$ cat src/rbc_pkg.sv
// rbc_pkg: shared constants, types and helpers of the rounded border coverage block
// used by rbc_front, rbc_queue, rbc_back and rounded_border_coverage
// no dependencies
package rbc_pkg;

    // frame buffer and coverage format
    localparam int FB_WIDTH  = 1024;
    localparam int FB_HEIGHT = 1024;
    localparam int COV_BITS  = 8;

    // signed coordinate width, wide enough for left edge plus width plus radius
    localparam int CW = 19;

    // quotient, numerator and divisor widths of the coverage ratio
    localparam int QW   = COV_BITS + 1;
    localparam int NUMW = 9;
    localparam int DW   = NUMW + 1;
    localparam int NW   = NUMW + COV_BITS + 2;
    localparam int DSQW = 17;

    // descriptor queue and result queue depths
    localparam int Q_DEPTH  = 4;
    localparam int QPW      = $clog2(Q_DEPTH);
    localparam int OF_DEPTH = 16;
    localparam int OPW      = $clog2(OF_DEPTH);

    localparam logic [QW-1:0] FULL_COV = QW'(2 ** COV_BITS);

    // register indexes
    localparam int CFG_IW = 3;
    localparam logic [CFG_IW-1:0] REG_RECT_X = 3'd0;
    localparam logic [CFG_IW-1:0] REG_RECT_Y = 3'd1;
    localparam logic [CFG_IW-1:0] REG_CLIP_X = 3'd2;
    localparam logic [CFG_IW-1:0] REG_CLIP_Y = 3'd3;
    localparam logic [CFG_IW-1:0] REG_RADIUS = 3'd4;
    localparam logic [CFG_IW-1:0] REG_BORDER = 3'd5;
    localparam logic [CFG_IW-1:0] REG_COLOR  = 3'd6;

    // geometry settings seen by the front and back
    typedef struct packed {
        logic [31:0] rect_x_span;
        logic [31:0] rect_y_span;
        logic [31:0] clip_x_span;
        logic [31:0] clip_y_span;
        logic [7:0]  corner_radius;
        logic [7:0]  border_thickness;
    } cfg_t;

    // one write to be made: solid edge or corner at offset dx, dy
    typedef struct packed {
        logic       corner;
        logic [7:0] dx;
        logic [7:0] dy;
    } slot_t;

    // one classified pixel with its writes in drawing order
    typedef struct packed {
        logic [11:0]     x;
        logic [11:0]     y;
        logic [2:0]      cnt;
        slot_t [3:0]     slot;
    } desc_t;

    // one finished write
    typedef struct packed {
        logic [11:0] x;
        logic [11:0] y;
        logic [8:0]  cov;
        logic        last;
    } res_t;

    // clamp coverage to the 9-bit output
    function automatic logic [8:0] sat_cov(logic [QW-1:0] v);
        if (32'(v) > 32'd511)
            return 9'd511;
        return 9'(v);
    endfunction

endpackage

$ cat src/rbc_front.sv
// rbc_front: accepts pixels, clips them and sorts out edge and corner writes
// depends on rbc_pkg; feeds rbc_queue
module rbc_front
    import rbc_pkg::*;
(
    input  logic        clk,
    input  logic        rst_n,
    input  cfg_t        cfg,
    input  logic        push,
    output logic        full,
    input  logic [11:0] pixel_x,
    input  logic [11:0] pixel_y,
    output logic        q_push,
    output desc_t       q_data,
    input  logic        q_full
);

    typedef logic signed [CW-1:0] crd_t;

    localparam crd_t FBW_C = CW'(FB_WIDTH);
    localparam crd_t FBH_C = CW'(FB_HEIGHT);

    // geometry derived from the settings, refreshed every cycle
    crd_t cl_reg, cr_reg, ct_reg, cb_reg;
    crd_t rx_reg, rxe_reg, ry_reg, rye_reg;
    crd_t hxl_reg, hxh_reg, vyl_reg, vyh_reg;
    crd_t lh_reg, rl_reg, th_reg, bl_reg, r_reg;
    logic kill_reg, rnz_reg;

    crd_t cl_next, cr_next, ct_next, cb_next;
    crd_t rx_next, rxe_next, ry_next, rye_next;
    crd_t r_next, b_next, cx, cxe, cy, cye;
    logic kill_next;

    always_comb
    begin
        rx_next  = {{(CW-16){cfg.rect_x_span[15]}}, cfg.rect_x_span[15:0]};
        ry_next  = {{(CW-16){cfg.rect_y_span[15]}}, cfg.rect_y_span[15:0]};
        rxe_next = rx_next + {{(CW-16){1'b0}}, cfg.rect_x_span[31:16]};
        rye_next = ry_next + {{(CW-16){1'b0}}, cfg.rect_y_span[31:16]};
        cx       = {{(CW-16){cfg.clip_x_span[15]}}, cfg.clip_x_span[15:0]};
        cy       = {{(CW-16){cfg.clip_y_span[15]}}, cfg.clip_y_span[15:0]};
        cxe      = cx + {{(CW-16){1'b0}}, cfg.clip_x_span[31:16]};
        cye      = cy + {{(CW-16){1'b0}}, cfg.clip_y_span[31:16]};
        r_next   = {{(CW-8){1'b0}}, cfg.corner_radius};
        b_next   = {{(CW-8){1'b0}}, cfg.border_thickness};
        // clip window cut to the buffer
        cl_next  = cx[CW-1] ? '0 : cx;
        ct_next  = cy[CW-1] ? '0 : cy;
        cr_next  = (cxe < FBW_C) ? cxe : FBW_C;
        cb_next  = (cye < FBH_C) ? cye : FBH_C;
        // nothing drawn at all
        kill_next = (b_next == '0) || (cl_next >= cr_next) || (ct_next >= cb_next)
                 || (((cl_next > rx_next) ? cl_next : rx_next)
                     >= ((cr_next < rxe_next) ? cr_next : rxe_next))
                 || (((ct_next > ry_next) ? ct_next : ry_next)
                     >= ((cb_next < rye_next) ? cb_next : rye_next));
    end

    always_ff @(posedge clk)
    begin
        cl_reg   <= cl_next;
        cr_reg   <= cr_next;
        ct_reg   <= ct_next;
        cb_reg   <= cb_next;
        rx_reg   <= rx_next;
        rxe_reg  <= rxe_next;
        ry_reg   <= ry_next;
        rye_reg  <= rye_next;
        hxl_reg  <= rx_next + r_next;
        hxh_reg  <= rxe_next - r_next;
        vyl_reg  <= ry_next + r_next;
        vyh_reg  <= rye_next - r_next;
        lh_reg   <= rx_next + b_next;
        rl_reg   <= rxe_next - b_next;
        th_reg   <= ry_next + b_next;
        bl_reg   <= rye_next - b_next;
        r_reg    <= r_next;
        rnz_reg  <= (cfg.corner_radius != 8'd0);
        kill_reg <= kill_next;
    end

    // all three stages move together, held while stage c holds a descriptor and the queue is full
    logic adv;
    logic c_v_reg;
    desc_t c_desc_reg;

    assign adv    = !(c_v_reg && q_full);
    assign full   = !adv;
    assign q_push = c_v_reg;
    assign q_data = c_desc_reg;

    // stage a: captured pixel
    logic        a_v_reg;
    logic [11:0] a_x_reg, a_y_reg;

    // stage b: clip, edges and corner offsets
    crd_t px, py;
    logic go;
    logic [3:0] edg;
    logic cok;
    crd_t ddx [4];
    crd_t ddy [4];
    logic [3:0] cv;

    always_comb
    begin
        px  = {{(CW-12){1'b0}}, a_x_reg};
        py  = {{(CW-12){1'b0}}, a_y_reg};
        go  = !kill_reg && (px >= cl_reg) && (px < cr_reg) && (py >= ct_reg) && (py < cb_reg);
        edg[0] = (px >= hxl_reg) && (px < hxh_reg) && (py >= ry_reg) && (py < th_reg);
        edg[1] = (px >= rx_reg) && (px < lh_reg) && (py >= vyl_reg) && (py < vyh_reg);
        edg[2] = (px >= rl_reg) && (px < rxe_reg) && (py >= vyl_reg) && (py < vyh_reg);
        edg[3] = (px >= hxl_reg) && (px < hxh_reg) && (py >= bl_reg) && (py < rye_reg);
        cok = (edg == 4'd0) && rnz_reg && (px >= rx_reg) && (px < rxe_reg)
           && (py >= ry_reg) && (py < rye_reg);
        // corners top-left, top-right, bottom-right, bottom-left
        ddx[0] = hxl_reg - 1'b1 - px;
        ddy[0] = vyl_reg - 1'b1 - py;
        ddx[1] = px - hxh_reg;
        ddy[1] = ddy[0];
        ddx[2] = ddx[1];
        ddy[2] = py - vyh_reg;
        ddx[3] = ddx[0];
        ddy[3] = ddy[2];
        for (int c = 0; c < 4; c++)
            cv[c] = cok && !ddx[c][CW-1] && (ddx[c] < r_reg)
                        && !ddy[c][CW-1] && (ddy[c] < r_reg);
    end

    logic        b_v_reg;
    logic [11:0] b_x_reg, b_y_reg;
    logic [3:0]  b_e_reg, b_cv_reg;
    logic [7:0]  b_dx_reg [4];
    logic [7:0]  b_dy_reg [4];

    // stage c: count and order the writes
    logic [17:0] key [4];
    logic [1:0]  rank [4];
    logic [2:0]  ne, nc;
    desc_t       c_desc_next;

    always_comb
    begin
        ne = '0;
        nc = '0;
        for (int c = 0; c < 4; c++)
        begin
            ne = ne + {2'b0, b_e_reg[c]};
            nc = nc + {2'b0, b_cv_reg[c]};
            key[c] = {b_dy_reg[c], b_dx_reg[c], 2'(c)};
        end
        for (int c = 0; c < 4; c++)
        begin
            rank[c] = '0;
            for (int j = 0; j < 4; j++)
                if (j != c && b_cv_reg[j] && key[j] < key[c])
                    rank[c] = rank[c] + 1'b1;
        end
        c_desc_next.x = b_x_reg;
        c_desc_next.y = b_y_reg;
        for (int s = 0; s < 4; s++)
        begin
            c_desc_next.slot[s].corner = 1'b0;
            c_desc_next.slot[s].dx     = '0;
            c_desc_next.slot[s].dy     = '0;
        end
        if (ne != '0)
            c_desc_next.cnt = ne;
        else
        begin
            c_desc_next.cnt = nc;
            for (int s = 0; s < 4; s++)
                for (int c = 0; c < 4; c++)
                    if (b_cv_reg[c] && rank[c] == 2'(s))
                    begin
                        c_desc_next.slot[s].corner = 1'b1;
                        c_desc_next.slot[s].dx     = b_dx_reg[c];
                        c_desc_next.slot[s].dy     = b_dy_reg[c];
                    end
        end
    end

    // stage valid bits
    always_ff @(posedge clk or negedge rst_n)
    begin
        if (!rst_n)
        begin
            a_v_reg <= 1'b0;
            b_v_reg <= 1'b0;
            c_v_reg <= 1'b0;
        end
        else if (adv)
        begin
            a_v_reg <= push;
            b_v_reg <= a_v_reg && go;
            c_v_reg <= b_v_reg && (c_desc_next.cnt != 3'd0);
        end
    end

    // stage payload
    always_ff @(posedge clk)
    begin
        if (adv)
        begin
            a_x_reg    <= pixel_x;
            a_y_reg    <= pixel_y;
            b_x_reg    <= a_x_reg;
            b_y_reg    <= a_y_reg;
            b_e_reg    <= edg;
            b_cv_reg   <= cv;
            for (int c = 0; c < 4; c++)
            begin
                b_dx_reg[c] <= ddx[c][7:0];
                b_dy_reg[c] <= ddy[c][7:0];
            end
            c_desc_reg <= c_desc_next;
        end
    end

endmodule

$ cat config.mk
export PLATFORM = sky130hd
export DESIGN_NAME = rbc_front
export DESIGN_NICKNAME = d
export VERILOG_FILES = /design/src/rbc_pkg.sv /design/src/rbc_front.sv
export SDC_FILE = /design/constraint.sdc
export NUM_CORES = 1
export LEC_CHECK = 0
export BUFFER_PORTS_ARGS = -buffer_cell sky130_fd_sc_hd__buf_2
export CORE_ASPECT_RATIO = 1.5
export CORE_UTILIZATION = 66
export CTS_BUF_LIST = sky130_fd_sc_hd__clkbuf_16
export CTS_CLUSTER_DIAMETER = 100
export DETAILED_ROUTE_END_ITERATION = 10
export GPL_TIMING_DRIVEN = 0
export PLACE_DENSITY_LB_ADDON = 0.05
export RECOVER_POWER = 50
export SKIP_CTS_REPAIR_TIMING = 1
export SYNTH_ARGS = -nofsm -noshare
export SYNTH_HDL_FRONTEND = slang
export SYNTH_SLANG_ARGS = --single-unit
$ cat constraint.sdc
create_clock -name clk -period 12.06 [get_ports clk]
set_clock_uncertainty 0.15 [all_clocks]
set_input_delay 0.603 -clock clk [delete_from_list [all_inputs] [get_ports clk]]
set_output_delay 0.603 -clock clk [all_outputs]
set_load 0.01 [all_outputs]
==> impl_metrics.env <==
export IMPL_status="finished, violations left"
export IMPL_violations="max-capacitance violations, max-slew violations"
export IMPL_die_h_um=272.7
export IMPL_ys_warnings_count=0
export IMPL_p_leak_uw=0.01739
export IMPL_antenna_found_initial=0
export IMPL_cpMaxStageDelayCell="ha_1"
export IMPL_synthCells=3391
export IMPL_ys_flop_type="dfxtp_1"
export IMPL_grt_ovfl_total=0
export IMPL_io_pins=269
export IMPL_drv_cap=2
export IMPL_cts_root_buf="clkbuf_16"
export IMPL_holdWs_ps=50.30
export IMPL_vias=26700
export IMPL_via_per_inst=6.069
export IMPL_cts_sinks=474
export IMPL_drt_wl_total_um=89360
export IMPL_period_share=0.7133
export IMPL_antenna_cells=0
export IMPL_fin_tns_setup_ps=0
export IMPL_synthArstFlopShare=0.006329
export IMPL_gr_usage_all_layers=0.3579
export IMPL_drc=0
export IMPL_ys_ff_latch=474
export IMPL_drt_pre_antenna_iters=5
export IMPL_cts_reportedPaths_clkPinSlew_ps=60
export IMPL_yosysUniqueCellTypes=100
export IMPL_syn_to_final_growth_pct=10.97
export IMPL_hold_violations=0
export IMPL_pre_cts_ws_ps=2939
export IMPL_synth_top_cell_area_share=0.2072
export IMPL_place_inst=4316
export IMPL_routedWlPerCell_um=20.31
export IMPL_grt_max_degree=82
export IMPL_core_region_area_um2=47940
export IMPL_utilization=0.7463
export IMPL_place_gp_congestion=1.009
export IMPL_synth_area_leader_cell="ha_1"
export IMPL_rsz0062_at_grt="no"
export IMPL_required_ps=12350
export IMPL_instances_no_fill=4400
export IMPL_synth_area_per_cell_um2=9.509
export IMPL_grt_pass1_vias=26640
export IMPL_finalWorstSetupSlack_ps=3458
export IMPL_criticalPathCategory="in2reg"
export IMPL_n_fill_cell=3582
export IMPL_fmax_mhz=116.3
export IMPL_drive_above_1_share=0.09707
export IMPL_rows=98
export IMPL_final_max_slew_viol_count=163
export IMPL_start_util=0.6725
export IMPL_powerDensity_nw_per_um2=158.7
export IMPL_grt_pass1_wl_um=138700
export IMPL_io_buffer_count=268
export IMPL_ant_nets=0
export IMPL_htree_levels=2
export IMPL_setup_viol=0
export IMPL_dieArea_um2=49760
export IMPL_min_period_ps=8602
export IMPL_clockBufferDepth=3
export IMPL_tightest_slew_ps=4132
export IMPL_critPathMaxFanout=10
export IMPL_start_kind="input pin"
export IMPL_largest_reg_flops=95
export IMPL_slew_headroom=-1.755
export IMPL_yosys_top_cells_area="ha_1, dfxtp_1, edfxtp_1, inv_1, xnor2_1"
export IMPL_clock_latency_ps=570
export IMPL_hold_path_class="in2reg"
export IMPL_cts_tree="built"
export IMPL_peakVddDrop_uv=120.8
export IMPL_synth_edf_count=183
export IMPL_critical_path_max_stage_delay_ps=450
export IMPL_dp_hpwl_um=70800
export IMPL_drt_initial_drc_count=1563
export IMPL_cts_buffers=45
export IMPL_cp_arrival_ps=8890
export IMPL_die_x_um=182.5
export IMPL_endpoint_kind="register"
export IMPL_ys_seq_area_frac=0.3516
export IMPL_synth_cell_area_um2=32240
export IMPL_finalNetCount=4438
==> cell usage after synthesis (12+ instances only) <==
cell and count:
xor2_1 36, a21o_1 114, mux2_2 34, and3_1 15, o31ai_1 14, nor3_1 44, fa_1 18, inv_1 461
o31a_1 13, nand2_1 157, nand3_1 52, o21ai_1 13, a21oi_1 189, nand4_1 35, a21boi_0 17, a211oi_1 22
ha_1 534, nor2b_1 74, o211ai_1 15, edfxtp_1 183, or3_1 12, xnor2_1 152, o22ai_1 30, clkbuf_1 22
or4_1 16, o21bai_1 29, o21ai_0 140, o21a_1 46, a2111oi_0 18, a31oi_1 20, nand2b_1 48, nor2_1 250
dfxtp_1 288, o2111ai_1 13, nor4_1 25, mux2i_1 96
==> report_power, final <==
group	total (uW)	leakage (uW)	switching (uW)	internal [uW]
Combinational	2230	0.0121	1310	917
Clock	1380	0.000734	636	746
Sequential	2070	0.00454	145	1920
==> kinds of logic after synthesis <==
group	after synthesis	share of synthesized area
and+or+nand+nor	782	0.1197
muxes	130	0.04168
adders and majority gates	552	0.2184
xor gates and xnor gates	190	0.05208
buffers and inverters	497	0.05906
other	1	0.0001163
AOI/OAI and AO/OA	765	0.1574
DFF	474	0.3516
==> layer usage <==
layer  part of all wire  wire length (um)  track usage  vias up
li1                   -                 -            -    12640
met1               0.38             33780       0.3987    12660
met2               0.49             43810       0.6370     1063
met3              0.054              4781      0.03945      344
met4              0.078              6991       0.2483        0
met5                  0                 0            0        -
==> path summary, 6_finish.rpt <==
kind,start,to,slack (ps),cells after the start
max in group asynchronous,rst_n,b_v_reg$_DFFE_PN0N_,11120,2
worst min register to register,b_y_reg[2]$_DFFE_PN_,q_data[73]$_DFFE_PN_,260,0
min in group asynchronous,rst_n,q_push$_DFFE_PN0N_,330,2
worst max register to register,q_push$_DFFE_PN0N_,a_y_reg[9]$_DFFE_PN_,7140,2
worst min-delay path,pixel_x[3],a_x_reg[3]$_DFFE_PN_,50,1
worst max-delay path,cfg[16],kill_reg$_DFF_P_,3460,35
==> layout make-up <==
class | count | area [um^2] | area share
Buffer | 35 | 170.2 | 0.004756
Clock inverter | 37 | 270.3 | 0.007553
Timing Repair Buffer | 271 | 1285 | 0.03591
Sequential cell | 474 | 11340 | 0.3168
Multi-Input combinational cell | 2425 | 19020 | 0.5316
Clock buffer | 46 | 1151 | 0.03217
Tap cell | 650 | 813.3 | 0.02273
Inverter | 462 | 1734 | 0.04846
==> through the flow <==
stage               instance area [um^2]  power, uW
finish                             35780       5678
global route                       35780       6016
CTS                                35900       5651
detailed placement                 34480       4274
global placement                   34420       4156
floorplan                          32260       3657
==> layout by cell type (no fill, tap or decap), types with 13 or more instances in the layout <==
master and count:
a2111oi_0 18, a211oi_1 22, a21boi_0 17, a21o_1 114, a21oi_1 189, a31oi_1 20
and3_1 15, buf_2 216, clkbuf_1 84, clkbuf_16 46, dfxtp_1 288, edfxtp_1 183
fa_1 18, ha_1 534, inv_1 471, mux2_2 34, mux2i_1 96, nand2_1 157
nand2b_1 48, nand3_1 52, nand4_1 35, nor2_1 250, nor2b_1 74, nor3_1 44
nor4_1 25, o2111ai_1 13, o211ai_1 15, o21a_1 46, o21ai_0 140, o21ai_1 13
o21bai_1 29, o22ai_1 30, o31a_1 13, o31ai_1 14, or4_1 16, xnor2_1 152
xor2_1 36
==> worst max-delay path, delay by kind of cell <==
family	cells	cell delay, ps
AO/OA/AOI/OAI	17	3310
XOR/XNOR	1	310
adder cells (fa/ha/maj)	5	1740
buffers and inverters	4	860
multiplexers	1	130
AND/OR/NAND/NOR	7	1910
Power figures use the tool's default switching activity.
